--- src/rtl/core/lpmd_pkg.sv ---
// ----------------------------------------------------------------------------
// lpmd_pkg
// types, codes and sizes shared by the message deframer files
// ----------------------------------------------------------------------------
package lpmd_pkg;

    // width of the decoded length registers (8 to 32)
    localparam int LENGTH_WIDTH = 32;
    localparam int TYPE_WIDTH   = 16;
    localparam int FIELD_WIDTH  = 32;
    localparam int SEEN_WIDTH   = 4;

    // smallest well-formed message in bytes
    localparam logic [SEEN_WIDTH-1:0] MIN_BYTES = SEEN_WIDTH'(10);

    localparam logic [LENGTH_WIDTH-1:0] TYPE_BYTES = LENGTH_WIDTH'(2);
    localparam logic [LENGTH_WIDTH-1:0] LEN_BYTES  = LENGTH_WIDTH'(4);

    typedef logic [LENGTH_WIDTH-1:0] t_len;

    // parse phase, one-hot
    typedef enum logic [5:0] {
        PH_TYPE    = 6'b000001,
        PH_NLEN    = 6'b000010,
        PH_NAME    = 6'b000100,
        PH_PLEN    = 6'b001000,
        PH_PAYLOAD = 6'b010000,
        PH_TRAIL   = 6'b100000
    } t_phase;

    typedef enum logic [2:0] {
        RG_TYPE    = 3'd0,
        RG_NLEN    = 3'd1,
        RG_NAME    = 3'd2,
        RG_PLEN    = 3'd3,
        RG_PAYLOAD = 3'd4,
        RG_TRAIL   = 3'd5
    } t_region;

    typedef enum logic [1:0] {
        ST_OK       = 2'd0,
        ST_SHORT    = 2'd1,
        ST_NAME_OVR = 2'd2,
        ST_PAY_OVR  = 2'd3
    } t_status;

    // one input word moving into the parser
    typedef struct packed {
        logic       fire;
        logic [7:0] in_byte;
        logic       last;
    } t_step;

    // one tagged output word
    typedef struct packed {
        logic [7:0]             out_byte;
        t_region                region;
        logic [TYPE_WIDTH-1:0]  message_type;
        logic [FIELD_WIDTH-1:0] name_length;
        logic [FIELD_WIDTH-1:0] payload_length;
        logic                   done_res;
        t_status                status;
    } t_result;

    function automatic t_region phase_region(input t_phase ph);
        t_region rg;
        case (ph)
            PH_TYPE:    rg = RG_TYPE;
            PH_NLEN:    rg = RG_NLEN;
            PH_NAME:    rg = RG_NAME;
            PH_PLEN:    rg = RG_PLEN;
            PH_PAYLOAD: rg = RG_PAYLOAD;
            default:    rg = RG_TRAIL;
        endcase
        return rg;
    endfunction

endpackage

--- src/rtl/core/lpmd_in_if.sv ---
// ----------------------------------------------------------------------------
// lpmd_in_if
// input byte channel: valid/ready with one message byte and its end flag
// ----------------------------------------------------------------------------
interface lpmd_in_if;
    logic       valid;
    logic       ready;
    logic [7:0] in_byte;
    logic       last;

    modport source (output valid, output in_byte, output last, input ready);
    modport sink   (input valid, input in_byte, input last, output ready);
endinterface

--- src/rtl/core/lpmd_out_if.sv ---
// ----------------------------------------------------------------------------
// lpmd_out_if
// output channel: valid/ready with a tagged byte, decoded fields and status
// ----------------------------------------------------------------------------
interface lpmd_out_if;
    logic                              valid;
    logic                              ready;
    logic [7:0]                        out_byte;
    logic [2:0]                        region;
    logic [lpmd_pkg::TYPE_WIDTH-1:0]   message_type;
    logic [lpmd_pkg::FIELD_WIDTH-1:0]  name_length;
    logic [lpmd_pkg::FIELD_WIDTH-1:0]  payload_length;
    logic                              done_res;
    logic [1:0]                        status;

    modport source (output valid, output out_byte, output region, output message_type,
                    output name_length, output payload_length, output done_res,
                    output status, input ready);
    modport sink   (input valid, input out_byte, input region, input message_type,
                    input name_length, input payload_length, input done_res,
                    input status, output ready);
endinterface

--- src/rtl/core/lpmd_parse.sv ---
// ----------------------------------------------------------------------------
// lpmd_parse
// framing state and field assembly, one word per step
// ----------------------------------------------------------------------------
module lpmd_parse (
    input  logic              i_clk,
    input  logic              i_rst_n,
    input  lpmd_pkg::t_step   i_step,
    output lpmd_pkg::t_result o_res
);

    lpmd_pkg::t_phase                    r_phase, n_phase;
    lpmd_pkg::t_len                      r_remaining, n_remaining;
    logic [lpmd_pkg::SEEN_WIDTH-1:0]     r_seen, n_seen;
    logic [lpmd_pkg::TYPE_WIDTH-1:0]     r_type, n_type;
    lpmd_pkg::t_len                      r_nlen, n_nlen;
    lpmd_pkg::t_len                      r_plen, n_plen;

    lpmd_pkg::t_phase  cur_phase;
    lpmd_pkg::t_len    rem_dec;
    lpmd_pkg::t_status status;

    always_comb begin
        // codes that are not a legal phase behave as trailing
        case (r_phase)
            lpmd_pkg::PH_TYPE, lpmd_pkg::PH_NLEN, lpmd_pkg::PH_NAME,
            lpmd_pkg::PH_PLEN, lpmd_pkg::PH_PAYLOAD: cur_phase = r_phase;
            default:                                 cur_phase = lpmd_pkg::PH_TRAIL;
        endcase

        n_seen = (r_seen < lpmd_pkg::MIN_BYTES) ? r_seen + 1'b1 : r_seen;
        n_type = r_type;
        n_nlen = r_nlen;
        n_plen = r_plen;

        // big-endian shift-in of the current field
        case (cur_phase)
            lpmd_pkg::PH_TYPE: n_type = {r_type[7:0], i_step.in_byte};
            lpmd_pkg::PH_NLEN: n_nlen = lpmd_pkg::t_len'({r_nlen, i_step.in_byte});
            lpmd_pkg::PH_PLEN: n_plen = lpmd_pkg::t_len'({r_plen, i_step.in_byte});
            default: ;
        endcase

        rem_dec     = (r_remaining != '0) ? r_remaining - 1'b1 : r_remaining;
        n_phase     = cur_phase;
        n_remaining = r_remaining;

        if (cur_phase != lpmd_pkg::PH_TRAIL) begin
            n_remaining = rem_dec;
            if (rem_dec == '0) begin
                case (cur_phase)
                    lpmd_pkg::PH_TYPE: begin
                        n_phase     = lpmd_pkg::PH_NLEN;
                        n_remaining = lpmd_pkg::LEN_BYTES;
                    end
                    lpmd_pkg::PH_NLEN: begin
                        if (n_nlen == '0) begin
                            n_phase     = lpmd_pkg::PH_PLEN;
                            n_remaining = lpmd_pkg::LEN_BYTES;
                        end else begin
                            n_phase     = lpmd_pkg::PH_NAME;
                            n_remaining = n_nlen;
                        end
                    end
                    lpmd_pkg::PH_NAME: begin
                        n_phase     = lpmd_pkg::PH_PLEN;
                        n_remaining = lpmd_pkg::LEN_BYTES;
                    end
                    lpmd_pkg::PH_PLEN: begin
                        if (n_plen == '0) begin
                            n_phase = lpmd_pkg::PH_TRAIL;
                        end else begin
                            n_phase     = lpmd_pkg::PH_PAYLOAD;
                            n_remaining = n_plen;
                        end
                    end
                    default: n_phase = lpmd_pkg::PH_TRAIL;
                endcase
            end
        end

        // end-of-message verdict, judged on the phase after this byte
        status = lpmd_pkg::ST_OK;
        if (i_step.last) begin
            if (n_seen < lpmd_pkg::MIN_BYTES ||
                n_phase inside {lpmd_pkg::PH_TYPE, lpmd_pkg::PH_NLEN}) begin
                status = lpmd_pkg::ST_SHORT;
            end else if (n_phase == lpmd_pkg::PH_NAME) begin
                status = lpmd_pkg::ST_NAME_OVR;
            end else if (n_phase inside {lpmd_pkg::PH_PLEN, lpmd_pkg::PH_PAYLOAD}) begin
                status = lpmd_pkg::ST_PAY_OVR;
            end
        end

        o_res.out_byte       = i_step.in_byte;
        o_res.region         = lpmd_pkg::phase_region(cur_phase);
        o_res.message_type   = n_type;
        o_res.name_length    = lpmd_pkg::FIELD_WIDTH'(n_nlen);
        o_res.payload_length = lpmd_pkg::FIELD_WIDTH'(n_plen);
        o_res.done_res       = i_step.last;
        o_res.status         = status;
    end

    always_ff @(posedge i_clk) begin
        if (!i_rst_n || (i_step.fire && i_step.last)) begin
            r_phase     <= lpmd_pkg::PH_TYPE;
            r_remaining <= lpmd_pkg::TYPE_BYTES;
            r_seen      <= '0;
            r_type      <= '0;
            r_nlen      <= '0;
            r_plen      <= '0;
        end else if (i_step.fire) begin
            r_phase     <= n_phase;
            r_remaining <= n_remaining;
            r_seen      <= n_seen;
            r_type      <= n_type;
            r_nlen      <= n_nlen;
            r_plen      <= n_plen;
        end
    end

    // a finished message leaves the parser at the start of the type field
    assert property (@(posedge i_clk) disable iff (!i_rst_n)
        (i_step.fire && i_step.last) |=> (r_phase == lpmd_pkg::PH_TYPE && r_seen == '0))
        else $error("parser not rewound after final byte");

    // the byte counter never passes the minimum length
    assert property (@(posedge i_clk) disable iff (!i_rst_n)
        r_seen <= lpmd_pkg::MIN_BYTES)
        else $error("seen count beyond saturation");

    // only the trailing phase may sit with nothing left to count
    assert property (@(posedge i_clk) disable iff (!i_rst_n)
        (r_remaining == '0) |-> (r_phase == lpmd_pkg::PH_TRAIL))
        else $error("empty count outside trailing phase");

endmodule

--- src/rtl/core/length_prefixed_message_deframer.sv ---
// ----------------------------------------------------------------------------
// length_prefixed_message_deframer
// tags each message byte with its region, decoded type and lengths, and
// reports a status on the final byte
// ----------------------------------------------------------------------------
// a word accepted at the input passes the input register and then the result
// register; throughput is one byte per cycle while the sink keeps ready high,
// set by the single-step field/phase update
// while a result waits the empty input register can still take one word
// reset (i_rst_n low, synchronous) empties both registers and rewinds the
// parser to the type field with all decoded fields at zero
module length_prefixed_message_deframer (
    input  logic          i_clk,
    input  logic          i_rst_n,
    lpmd_in_if.sink       i_in,
    lpmd_out_if.source    o_out
);

    // input register
    logic       r_in_vld;
    logic [7:0] r_in_byte;
    logic       r_in_last;

    // result register
    logic              r_out_vld;
    lpmd_pkg::t_result r_res;

    lpmd_pkg::t_step   step;
    lpmd_pkg::t_result res;

    logic advance;
    logic in_fire;

    // the held word moves on when the result slot is free or being drained
    assign advance = r_in_vld && (!r_out_vld || o_out.ready);
    assign i_in.ready = !r_in_vld || advance;
    assign in_fire = i_in.valid && i_in.ready;

    assign step.fire    = advance;
    assign step.in_byte = r_in_byte;
    assign step.last    = r_in_last;

    lpmd_parse u_parse (
        .i_clk  (i_clk),
        .i_rst_n(i_rst_n),
        .i_step (step),
        .o_res  (res)
    );

    always_ff @(posedge i_clk) begin
        if (!i_rst_n) begin
            r_in_vld <= 1'b0;
        end else if (in_fire) begin
            r_in_vld <= 1'b1;
        end else if (advance) begin
            r_in_vld <= 1'b0;
        end
    end

    // payload of the input register needs no reset
    always_ff @(posedge i_clk) begin
        if (in_fire) begin
            r_in_byte <= i_in.in_byte;
            r_in_last <= i_in.last;
        end
    end

    always_ff @(posedge i_clk) begin
        if (!i_rst_n) begin
            r_out_vld <= 1'b0;
        end else if (advance) begin
            r_out_vld <= 1'b1;
        end else if (o_out.ready) begin
            r_out_vld <= 1'b0;
        end
    end

    always_ff @(posedge i_clk) begin
        if (advance) begin
            r_res <= res;
        end
    end

    assign o_out.valid          = r_out_vld;
    assign o_out.out_byte       = r_res.out_byte;
    assign o_out.region         = r_res.region;
    assign o_out.message_type   = r_res.message_type;
    assign o_out.name_length    = r_res.name_length;
    assign o_out.payload_length = r_res.payload_length;
    assign o_out.done_res       = r_res.done_res;
    assign o_out.status         = r_res.status;

    // an empty input register always takes a word
    assert property (@(posedge i_clk) disable iff (!i_rst_n)
        !r_in_vld |-> i_in.ready)
        else $error("input stalled with an empty input register");

    // a status other than ok only on the final word of a message
    assert property (@(posedge i_clk) disable iff (!i_rst_n)
        (r_out_vld && !r_res.done_res) |-> (r_res.status == lpmd_pkg::ST_OK))
        else $error("status raised on a word that does not end the message");

    // a held word with a free result slot moves on at once
    assert property (@(posedge i_clk) disable iff (!i_rst_n)
        (r_in_vld && !r_out_vld) |=> r_out_vld)
        else $error("held word not moved into a free result register");

    // a trailing-region word means the header was complete
    assert property (@(posedge i_clk) disable iff (!i_rst_n)
        (r_out_vld && r_res.region == lpmd_pkg::RG_TRAIL && r_res.done_res)
            |-> (r_res.status == lpmd_pkg::ST_OK || r_res.status == lpmd_pkg::ST_SHORT))
        else $error("overrun reported after the payload ended");

endmodule
--- src/flat_wrapper.sv ---
// flat-port wrapper written by rule: the top's interface ports become plain ports
module length_prefixed_message_deframer_flat 
  (i_clk, i_rst_n, i_in_valid, i_in_in_byte, i_in_last, i_in_ready, o_out_valid, o_out_out_byte, o_out_region, o_out_message_type, o_out_name_length, o_out_payload_length, o_out_done_res, o_out_status, o_out_ready);
  lpmd_in_if i_in_i ();
  lpmd_out_if o_out_i ();
  input  logic i_clk;
  input  logic i_rst_n;
  input wire logic [$bits(i_in_i.valid)-1:0] i_in_valid;
  input wire logic [$bits(i_in_i.in_byte)-1:0] i_in_in_byte;
  input wire logic [$bits(i_in_i.last)-1:0] i_in_last;
  output wire logic [$bits(i_in_i.ready)-1:0] i_in_ready;
  output wire logic [$bits(o_out_i.valid)-1:0] o_out_valid;
  output wire logic [$bits(o_out_i.out_byte)-1:0] o_out_out_byte;
  output wire logic [$bits(o_out_i.region)-1:0] o_out_region;
  output wire logic [$bits(o_out_i.message_type)-1:0] o_out_message_type;
  output wire logic [$bits(o_out_i.name_length)-1:0] o_out_name_length;
  output wire logic [$bits(o_out_i.payload_length)-1:0] o_out_payload_length;
  output wire logic [$bits(o_out_i.done_res)-1:0] o_out_done_res;
  output wire logic [$bits(o_out_i.status)-1:0] o_out_status;
  input wire logic [$bits(o_out_i.ready)-1:0] o_out_ready;
  assign i_in_i.valid = i_in_valid;
  assign i_in_i.in_byte = i_in_in_byte;
  assign i_in_i.last = i_in_last;
  assign i_in_ready = i_in_i.ready;
  assign o_out_valid = o_out_i.valid;
  assign o_out_out_byte = o_out_i.out_byte;
  assign o_out_region = o_out_i.region;
  assign o_out_message_type = o_out_i.message_type;
  assign o_out_name_length = o_out_i.name_length;
  assign o_out_payload_length = o_out_i.payload_length;
  assign o_out_done_res = o_out_i.done_res;
  assign o_out_status = o_out_i.status;
  assign o_out_i.ready = o_out_ready;
  length_prefixed_message_deframer u_core (.i_clk(i_clk), .i_rst_n(i_rst_n), .i_in(i_in_i), .o_out(o_out_i));
endmodule
--- config.mk ---
export PLATFORM = sky130hd
export DESIGN_NAME = length_prefixed_message_deframer_flat
export DESIGN_NICKNAME = d
export VERILOG_FILES = /design/src/rtl/core/lpmd_pkg.sv /design/src/rtl/core/lpmd_in_if.sv /design/src/rtl/core/lpmd_out_if.sv /design/src/rtl/core/lpmd_parse.sv /design/src/rtl/core/length_prefixed_message_deframer.sv /design/src/flat_wrapper.sv
export SDC_FILE = /design/constraint.sdc
export NUM_CORES = 1
export LEC_CHECK = 0
export BUFFER_PORTS_ARGS = -buffer_cell sky130_fd_sc_hd__buf_2
export CORE_UTILIZATION = 64
export DETAILED_ROUTE_END_ITERATION = 8
export PLACE_DENSITY = 0.86
export SLEW_MARGIN = 20
export SYNTH_ARGS = -nofsm -noshare
export SYNTH_HDL_FRONTEND = slang
export SYNTH_HIERARCHICAL = 1
export SYNTH_SLANG_ARGS = --single-unit
--- constraint.sdc ---
create_clock -name i_clk -period 15.5 [get_ports i_clk]
set_clock_uncertainty 0.1 [all_clocks]
set_input_delay 1.55 -clock i_clk [delete_from_list [all_inputs] [get_ports i_clk]]
set_output_delay 1.55 -clock i_clk [all_outputs]
set_load 0.02 [all_outputs]
After elaboration in Yosys (flattened, before gate mapping):

Index checks and enable logic that the tools add are counted.

* input bits: 13
* bits in writable memories: 0
* bits in read-only memories: 0
* word-level logic and storage cells: 84
* bits in latches: 0
* output and inout bits: 96
* register bits: 227
* memories kept: 0

* $add $sub $neg: 2
* shift-type cells: 0
* multiply operators: 0
* muxes and demuxes: 23
* reduce and logical (&&, ||, !) cells: 22
* equal/unequal tests: 16
* bitwise gates (word level): 1
* divide/modulo/power cells: 0
* order comparisons: 2

Operator list (count)
* 2-to-1 mux 32 bit: 6
* logical NOT 32 bit: 3
* one-hot mux 32 bit (3 select lines): 1
* nonzero test 32 bit: 1
* subtractor 32 x 1 -> 32 bit, second input constant: 1
* 2-to-1 mux 6 bit: 4
* one-hot mux 6 bit (4 select lines): 1
* equality test 6 x 1 -> 1 bit, second input constant: 3
* equality test 6 x 2 -> 1 bit, second input constant: 3
* equality test 6 x 3 -> 1 bit, second input constant: 3
* equality test 6 x 4 -> 1 bit, second input constant: 3
* equality test 6 x 5 -> 1 bit, second input constant: 3
* 2-to-1 mux 16 bit: 1
* one-hot mux 3 bit (5 select lines): 1
* < comparator 4 bit, second input constant: 2
* 2-to-1 mux 4 bit: 2
* nonzero test 2 bit: 4
* inequality test 6 bit, second input constant: 1
* 2-to-1 mux 1 bit: 5
* OR reduction 5 bit: 1
* adder 4 x 1 -> 4 bit, second input constant: 1
* logical OR 1 bit: 4
* 2-to-1 mux 2 bit: 2
* OR reduction 2 bit: 2
* other kinds (4): 8

Longest topological paths before layout:

Gate-level depths: netlist of run 1.

* depth after elaboration: 15
* gate-level depth with buffers: 13
* depth with buffers taken out: 11

Modules after synthesis:

Netlist of run 1, hierarchy kept.

By module, submodules not included
* lpmd_parse: sequential area each 2442.3 µm², cells an instance 1128, area an instance 7508.5 µm², instances 1
* length_prefixed_message_deframer: sequential area each 3133.0 µm², cells an instance 112, area an instance 3196.8 µm², instances 1

Worst setup path after synthesis of run 1:

Ideal clock, no wire load.

* kind: input to register
* from: in o_out_ready
* to: reg u_core.u_parse.r_remaining[4]
* arrival: 7.405 ns
* path slack: 7.877 ns
* stages on the path: 9
* buffers on the path: 1
* data required time: 15.282 ns
* library setup time: 0.118 ns
* cell sequence: nor2b_4 nor2b_1 clkbuf_1 inv_1 nor3_1 nand2b_1 nor4b_1 a21o_1 a21oi_1

* cells in the longest elaborated chain, start to end: 4
* elaborated cells on any way between the ends: 5
* classes of those cells: reduce/logical (5)

Ends and longest elaborated chain
* from (decl): RTL line flat_wrapper.sv:20 `input wire logic [$bits(o_out_i.ready)-1:0] o_out_ready;`
* logical OR 1 bit (*): RTL line length_prefixed_message_deframer.sv:35 `assign advance = r_in_vld && (!r_out_vld || o_out.ready);`
* logical AND 1 bit (*): RTL line length_prefixed_message_deframer.sv:35
* named net u_core.advance: RTL line length_prefixed_message_deframer.sv:31 `logic advance;`
* logical AND 1 bit: RTL line lpmd_parse.sv:105 `if (!i_rst_n || (i_step.fire && i_step.last)) begin`
* logical OR 1 bit: RTL line lpmd_parse.sv:105
* to (signal assigned): RTL line lpmd_parse.sv:107 `r_remaining <= lpmd_pkg::TYPE_BYTES;`
* to (signal assigned): RTL line lpmd_parse.sv:114 `r_remaining <= n_remaining;`
* to (decl): RTL line lpmd_parse.sv:13 `lpmd_pkg::t_len r_remaining, n_remaining;`

The timed path passes the listed nets; every way through them passes the cells marked *.
A chain may end at the register's enable or synchronous reset.

Worst setup path after layout of run 1:

* from: reg u_core.u_parse.r_phase[1]
* to: reg u_core.r_res (netlist bit u_core/o_out.status[0]), data pin

* cells in the longest elaborated chain, start to end: 15
* elaborated cells on any way between the ends: 32
* classes of those cells: eq/ne (15); mux (11); reduce/logical (6)

Ends and longest elaborated chain
* from (decl): RTL line lpmd_parse.sv:12 `lpmd_pkg::t_phase r_phase, n_phase;`
* from (signal assigned): RTL line lpmd_parse.sv:106 `r_phase <= lpmd_pkg::PH_TYPE;`
* from (signal assigned): RTL line lpmd_parse.sv:113 `r_phase <= n_phase;`
* equality test 6 x 1 -> 1 bit, or another cell as far along: RTL line lpmd_parse.sv:25 `case (r_phase)`
* OR reduction 5 bit: RTL line lpmd_parse.sv:25
* 2-to-1 mux 6 bit (*): RTL line lpmd_parse.sv:25
* equality test 6 x 2 -> 1 bit / equality test 6 x 4 -> 1 bit (equally long branches): RTL line lpmd_parse.sv:37, lpmd_parse.sv:51
* 2-to-1 mux 32 bit: RTL line lpmd_parse.sv:37 `case (cur_phase)`
* logical NOT 32 bit, on equally long branches: RTL line lpmd_parse.sv:57, lpmd_parse.sv:70
* 2-to-1 mux 4 bit / 2-to-1 mux 6 bit (equally long branches): RTL line lpmd_parse.sv:57, lpmd_parse.sv:70
* one-hot mux 6 bit (4 select lines): RTL line lpmd_parse.sv:51 `case (cur_phase)`
* 2-to-1 mux 6 bit: RTL line lpmd_parse.sv:50 `if (rem_dec == '0) begin`
* 2-to-1 mux 6 bit (*): RTL line lpmd_parse.sv:48 `if (cur_phase != lpmd_pkg::PH_TRAIL) begin`
* equality test 6 x 4 -> 1 bit / equality test 6 x 5 -> 1 bit (equally long branches): RTL line lpmd_parse.sv:90 `end else if (n_phase inside {lpmd_pkg::PH_PLEN, lpmd_pkg::PH_PAYLOAD}) begin`
* nonzero test 2 bit: RTL line lpmd_parse.sv:90
* 2-to-1 mux 2 bit: RTL line lpmd_parse.sv:90
* 2-to-1 mux 2 bit: RTL line lpmd_parse.sv:88 `end else if (n_phase == lpmd_pkg::PH_NAME) begin`
* 2-to-1 mux 1 bit (*): RTL line lpmd_parse.sv:85 `if (n_seen < lpmd_pkg::MIN_BYTES ||`
* to (signal assigned): RTL line length_prefixed_message_deframer.sv:80 `r_res <= res;`
* to (decl): RTL line length_prefixed_message_deframer.sv:26 `lpmd_pkg::t_result r_res;`

Mark *: on every way between the ends. The rest lies on a longest branch, timed or not.

==> results.py, run 1 <==
metrics = {
    "outcome": {
        "status": "finished, final reports clean",
    },
    "finish": {
        "num-fill-cells": 1142,
        "final_core_util_pct": 74.8,
        "drive_above_1_share_pct": 14.9,
        "nets": 1311,
        "area_growth_syn_to_layout_pct": 12.7,
        "stdcell_area_mm2": 0.0121,
        "seq_area_mm2": 0.00558,
        "multi_input_area_mm2": 0.00469,
        "diodes": 0,
    },
    "setup_path": {
        "r2r_setup_slack_ns": 10.96,
        "path_max_fanout": 26,
        "r2r-start": "u_core/u_parse/r_phase[1]",
        "r2r_end": "u_core/o_out.status[0]",
        "crit_required_ns": 15.65,
        "r2r_cells": 10,
        "cpPeakStageDelay_ns": 0.63,
        "cp_cell_sequence": "nor4b_2, nand2_1, buf_4, a21boi_0, and3_1, nand4_1, o21ai_0, or3_1, a21oi_1, o32ai_1",
        "cp-end-kind": "register",
        "critical_path.top_delay_family": "simple AND/OR/NAND/NOR gates",
        "crit_path_top_delay_cell": "o21ai_0",
        "cp-start-kind": "register",
        "cp_num_buf_inv": 1,
        "critPathKind": "register to register",
        "cp_data_arrival_time_ns": 4.69,
    },
    "route": {
        "via_count": 9813,
        "vias_per_cell": 6.42,
        "drtPass1Iterations": 6,
        "ant_nets": 0,
        "routed_wl_um": 30600,
        "drt_iter0_markers": 1466,
        "wl_per_cell_um": 20.0,
        "drt_drc_violations_left": 0,
    },
    "timing": {
        "post-route-period-util_pct": 29.3,
        "hold_viol": 0,
        "period_minus_slack_ns": 4.55,
        "tightest_slew_ns": 0.902,
        "drv_slew": 0,
        "setup_viol": 0,
        "worst_hold_slack_ns": 0.385,
        "max-slew-margin-rel_pct": 39.5,
        "setup_tns_ns": 0,
        "rsz0062_at_grt": "no",
        "fmax_mhz": 220,
    },
    "worst_hold_path": {
        "hold_depth": 2,
        "hp-start": "u_core/u_parse/r_type[13]",
        "hp-class": "register to register",
        "whs_endpoint": "u_core/u_parse/r_type[13]",
    },
    "power": {
        "ir_drop_v": 0.000100,
        "power.density_mw_per_mm2": 122,
        "leakagePower_nw": 4.91,
    },
    "synthesis": {
        "synth_warnings": 6,
        "synth_edf_count": 103,
        "ys.flop_type": "dfxtp_1",
        "yosys.area.top_type": "edfxtp_1",
        "ys_seq_area_share_pct": 52.1,
        "synth_common_cells": "nand2_1, nor2_1, dfxtp_1",
        "yosys.cell_count.top_type": "nand2_1",
        "synth_top_area_share_pct": 28.9,
        "synthCells": 1240,
        "postSynthAreaPerCell_um2": 8.63,
        "synthArstFlopShare_pct": 0,
        "synth_area_mm2": 0.0107,
        "syn-num-nets": 1255,
        "yosysUniqueCellTypes": 84,
        "synth_area_leaders": "edfxtp_1, dfxtp_1, nand2_1",
        "ys_ff_latch": 227,
    },
    "clocking": {
        "ctsHtreeMaxLevel": 1,
        "clk_pin_slew_ns": 0.07,
        "clockBufferDepth": 3,
        "cts_resized": 0,
        "post_cts_buffers": 0,
        "clock-root-buffer": "clkbuf_16",
        "cts_tree": "yes",
        "postCtsHoldBufs": 0,
        "insertion_delay_ns": 0.52,
        "cts_sinks": 227,
        "numCtsBuffers": 23,
    },
    "placed_design": {
        "port_buffers": 108,
        "dpl.hpwl_um": 20400,
        "dpl_cell_area_mm2": 0.0112,
        "gp_congestion": 0.985,
    },
    "die": {
        "core_area_mm2": 0.0161,
        "ios": 109,
        "die_h_um": 131,
        "die_w_um": 131,
        "dieArea_mm2": 0.0172,
        "placementRows": 46,
        "start_util_pct": 66.4,
    },
    "global_routing": {
        "gr-usage-all-layers_pct": 34.9,
        "grt_pass1_vias": 8943,
        "antenna_found_initial": 0,
        "grt_max_degree": 200,
        "overflow": 0,
        "grt_pass1_wl_um": 47900,
    },
    "job": {
        "maxCapViolations": 0,
    },
}
worst register-to-register path: stages, from the launching register on:
cell and delay [ns]:
dfxtp_1 0.46, nor4b_2 0.61, nand2_1 0.42, buf_4 0.35, a21boi_0 0.51, and3_1 0.24
nand4_1 0.20, o21ai_0 0.63, or3_1 0.22, a21oi_1 0.08, o32ai_1 0.46
layout by cell type, fill, tap and decap left out, types with 25 or more instances in the layout:
cell type,instances
nand2_1,264
nor2_1,196
dfxtp_1,124
nor3_1,116
buf_2,108
edfxtp_1,103
nand3_1,40
o21ai_0,35
a211oi_1,25
flip-flops by register name, indices dropped and copies added, names as in the netlist, 16 cells and up:
name,cells
u_core/o_out.name_length,32
u_core/o_out.message_type,16
u_core/o_out.payload_length,32
u_core/u_parse/r_remaining,32
u_core/u_parse/r_type,16
u_core/u_parse/r_plen,32
u_core/u_parse/r_nlen,32
layer usage:
metal	part of all wire (%)	global-route usage, %
met5	0	0
met4	4.7	16.3
met3	10	6.06
met2	45	52.9
met1	40	49.0
through the flow:
stage          power [W]  setup WS [ns]  std cells
2_1_floorplan   0.000843           7.88       1240
3_3_place_gp    0.000894          11.06       1486
3_5_place_dp    0.000898          11.03       1486
4_1_cts          0.00147          11.19       1528
5_1_grt          0.00152          11.00       1529
6_report         0.00148          10.96       1529
how the worst max path moves through the flow:
stage / startpoint / endpoint / cells past startpoint
final: u_core/u_parse/r_phase[1] / u_core/o_out.status[0] / 10
after global placement: o_out_ready / u_core/u_parse/r_remaining[23] / 10
after CTS: u_core/u_parse/r_remaining[6] / u_core/u_parse/r_remaining[0] / 9
after global routing: u_core/u_parse/r_remaining[0] / u_core/u_parse/r_remaining[0] / 12
after detailed placement: o_out_ready / u_core/u_parse/r_remaining[23] / 10
after floorplan: o_out_ready / u_core/u_parse/r_remaining[4] / 9
kinds of logic after synthesis:
logic type | Yosys count | share of synthesized area [%]
xor+xnor | 8 | 0.654
flops | 227 | 52.1
simple gates | 726 | 31.5
fa+ha+maj | 2 | 0.234
buf+inv | 111 | 4.34
mux | 12 | 1.17
compound gates | 154 | 10.1
layout make-up:
cell class,count,area share (%)
repair buffers,118,5.24
multi-input cells,902,38.9
flip-flops and latches,227,46.2
well taps,216,2.24
clock inverters,14,1.46
clock buffers,28,5.19
inverters,24,0.747
power by group:
group	switching [W]	internal, W
combinational	0.000137	0.0000651
clock	0.000239	0.000342
sequential	0.0000297	0.000662
(Power assumes the default switching activity.)
==> inputs of run 2 (changes only) <==
- CORE_UTILIZATION: 64 -> 53
- PLACE_DENSITY: 0.86 -> 0.76
- clock period: 15.5 -> 3.7 ns (I/O delays scaled with it)
==> run 2 against run 1 <==
  * Core utilization down 10 points
  * Maximum frequency rose by 30%
  * Power rose to 4.2 times the previous value
==> results.py, run 2 (synthesized netlist as in run 1, its figures left out) <==
metrics = {
    "outcome": {
        "status": "finished, final reports clean",
    },
    "clocking": {
        "numCtsBuffers": 24,
        "cts_tree": "yes",
        "clk_pin_slew_ns": 0.06,
        "clockBufferDepth": 3,
        "insertion_delay_ns": 0.53,
        "ctsHtreeMaxLevel": 1,
        "cts_sinks": 227,
        "clock-root-buffer": "clkbuf_16",
    },
    "placed_design": {
        "gp_congestion": 0.984,
        "dpl.hpwl_um": 23100,
        "dp_slack_ns": 0.258,
        "port_buffers": 108,
    },
    "die": {
        "core_area_mm2": 0.0197,
        "dieArea_mm2": 0.0208,
        "start_util_pct": 54.5,
        "die_h_um": 144,
        "die_w_um": 144,
        "ios": 109,
        "placementRows": 51,
    },
    "setup_path": {
        "cp_num_buf_inv": 3,
        "crit_required_ns": 4.03,
        "path_max_fanout": 26,
        "cpPeakStageDelay_ns": 0.41,
        "critPathKind": "register to register",
        "cp-end-kind": "register",
        "cp_data_arrival_time_ns": 3.82,
        "cp_cell_sequence": "inv_1, ha_1, nor2b_1, nand4_1, nor3_1, mux2_2, a2111oi_4, nand4_4, buf_4, nor3_4, buf_12, nand3_1, a221oi_2",
        "cp-start-kind": "register",
        "crit_path_top_delay_cell": "mux2_2",
        "critical_path.top_delay_family": "simple AND/OR/NAND/NOR gates",
    },
    "timing": {
        "setup_viol": 0,
        "rsz0062_at_grt": "no",
        "setup_ws_ns": 0.209,
        "post-route-period-util_pct": 94.4,
        "hold_viol": 0,
        "max-slew-margin-rel_pct": 30.3,
        "tightest_slew_ns": 1.05,
        "setup_tns_ns": 0,
        "drv_slew": 0,
        "period_minus_slack_ns": 3.49,
        "fmax_mhz": 286,
    },
    "finish": {
        "layout_commonest_cell": "nand2_1",
        "num-fill-cells": 1638,
        "diodes": 0,
        "area_growth_syn_to_layout_pct": 19.0,
        "seq_area_mm2": 0.00558,
        "final_cell_mix": "nand2_1, nor2_1, dfxtp_1",
        "nets": 1392,
        "multi_input_area_mm2": 0.00470,
        "drive_above_1_share_pct": 19.3,
    },
    "route": {
        "via_count": 9904,
        "routed_wl_um": 33200,
        "wl_per_cell_um": 20.0,
        "drtPass1Iterations": 5,
        "drt_drc_violations_left": 0,
        "drt_iter0_markers": 1051,
        "vias_per_cell": 5.97,
        "ant_nets": 0,
    },
    "global_routing": {
        "grtUsageMet2_pct": 51.6,
        "gr-usage-all-layers_pct": 32.1,
        "grt_max_degree": 181,
        "grt_pass1_vias": 8956,
        "grt_pass1_wl_um": 50200,
        "overflow": 0,
        "antenna_found_initial": 0,
        "met1_usage_pct": 43.5,
        "grt_use_met3_pct": 4.21,
        "top_usage_layer": "met2",
    },
    "worst_hold_path": {
        "hp-class": "input port to register",
    },
    "power": {
        "power.density_mw_per_mm2": 487,
        "total_power_w": 0.00621,
        "ir_drop_v": 0.000460,
        "leakagePower_nw": 5.30,
    },
    "job": {
        "maxCapViolations": 0,
    },
}
==> run 2: path summary, 6_finish.rpt <==
check	start	endpoint	slack (ns)	cells past startpoint
max reg2reg	u_core/u_parse/r_remaining[0]	u_core/u_parse/r_remaining[0]	0.21	13
max	u_core/u_parse/r_remaining[0]	u_core/u_parse/r_remaining[0]	0.21	13
min	i_rst_n	u_core/o_out.valid	0.04	2
min reg2reg	u_core/u_parse/r_type[9]	u_core/u_parse/r_type[9]	0.38	2
==> run 2: area by class of cell <==
cell class / instances / area share, %
Clock buffer: 27 / 4.96
Clock inverter: 17 / 1.14
Inverter: 24 / 0.707
Multi-Input combinational cell: 902 / 36.9
Sequential cell: 227 / 43.8
Tap cell: 265 / 2.60
Timing Repair Buffer: 198 / 9.92
==> run 2: repair_timing <==
action,in CTS,in global routing
setup endpoints to repair,0,3
hold endpoints to repair,9,0
resized for setup,0,2
buffers inserted,0,0
hold buffers,9,0
==> run 2: report_power, final <==
group / internal [W] / switching [W] / total (W) / leakage [nW]
registers: 0.00277 / 0.000110 / 0.00288 / 2.00
clock network: 0.00132 / 0.00104 / 0.00235 / 0.379
logic: 0.000356 / 0.000615 / 0.000971 / 2.93
==> run 2: routing by layer <==
metal / wire [µm] / vias up / part of all wire (%)
met2: 15400 / 533 / 46
met4: 1470 / 0 / 4.4
li1: - / 4639 / -
met1: 13700 / 4636 / 41
met3: 2620 / 96 / 7.9
met5: 0 / - / 0
==> run 2: per-stage QoR <==
| stage | area (µm²) | cells | hold slack [ns] | util, % |
|---|---|---|---|---|
| 2_1_floorplan | 10700 | 1240 | 0.354 | - |
| 3_3_place_gp | 11900 | 1607 | 0.364 | 60.4 |
| 3_5_place_dp | 11900 | 1607 | 0.371 | 60.4 |
| 4_1_cts | 12700 | 1660 | 0.00284 | 64.8 |
| 5_1_grt | 12700 | 1660 | 0.0385 | 64.8 |
| 6_report | 12700 | 1660 | 0.0389 | 64.8 |
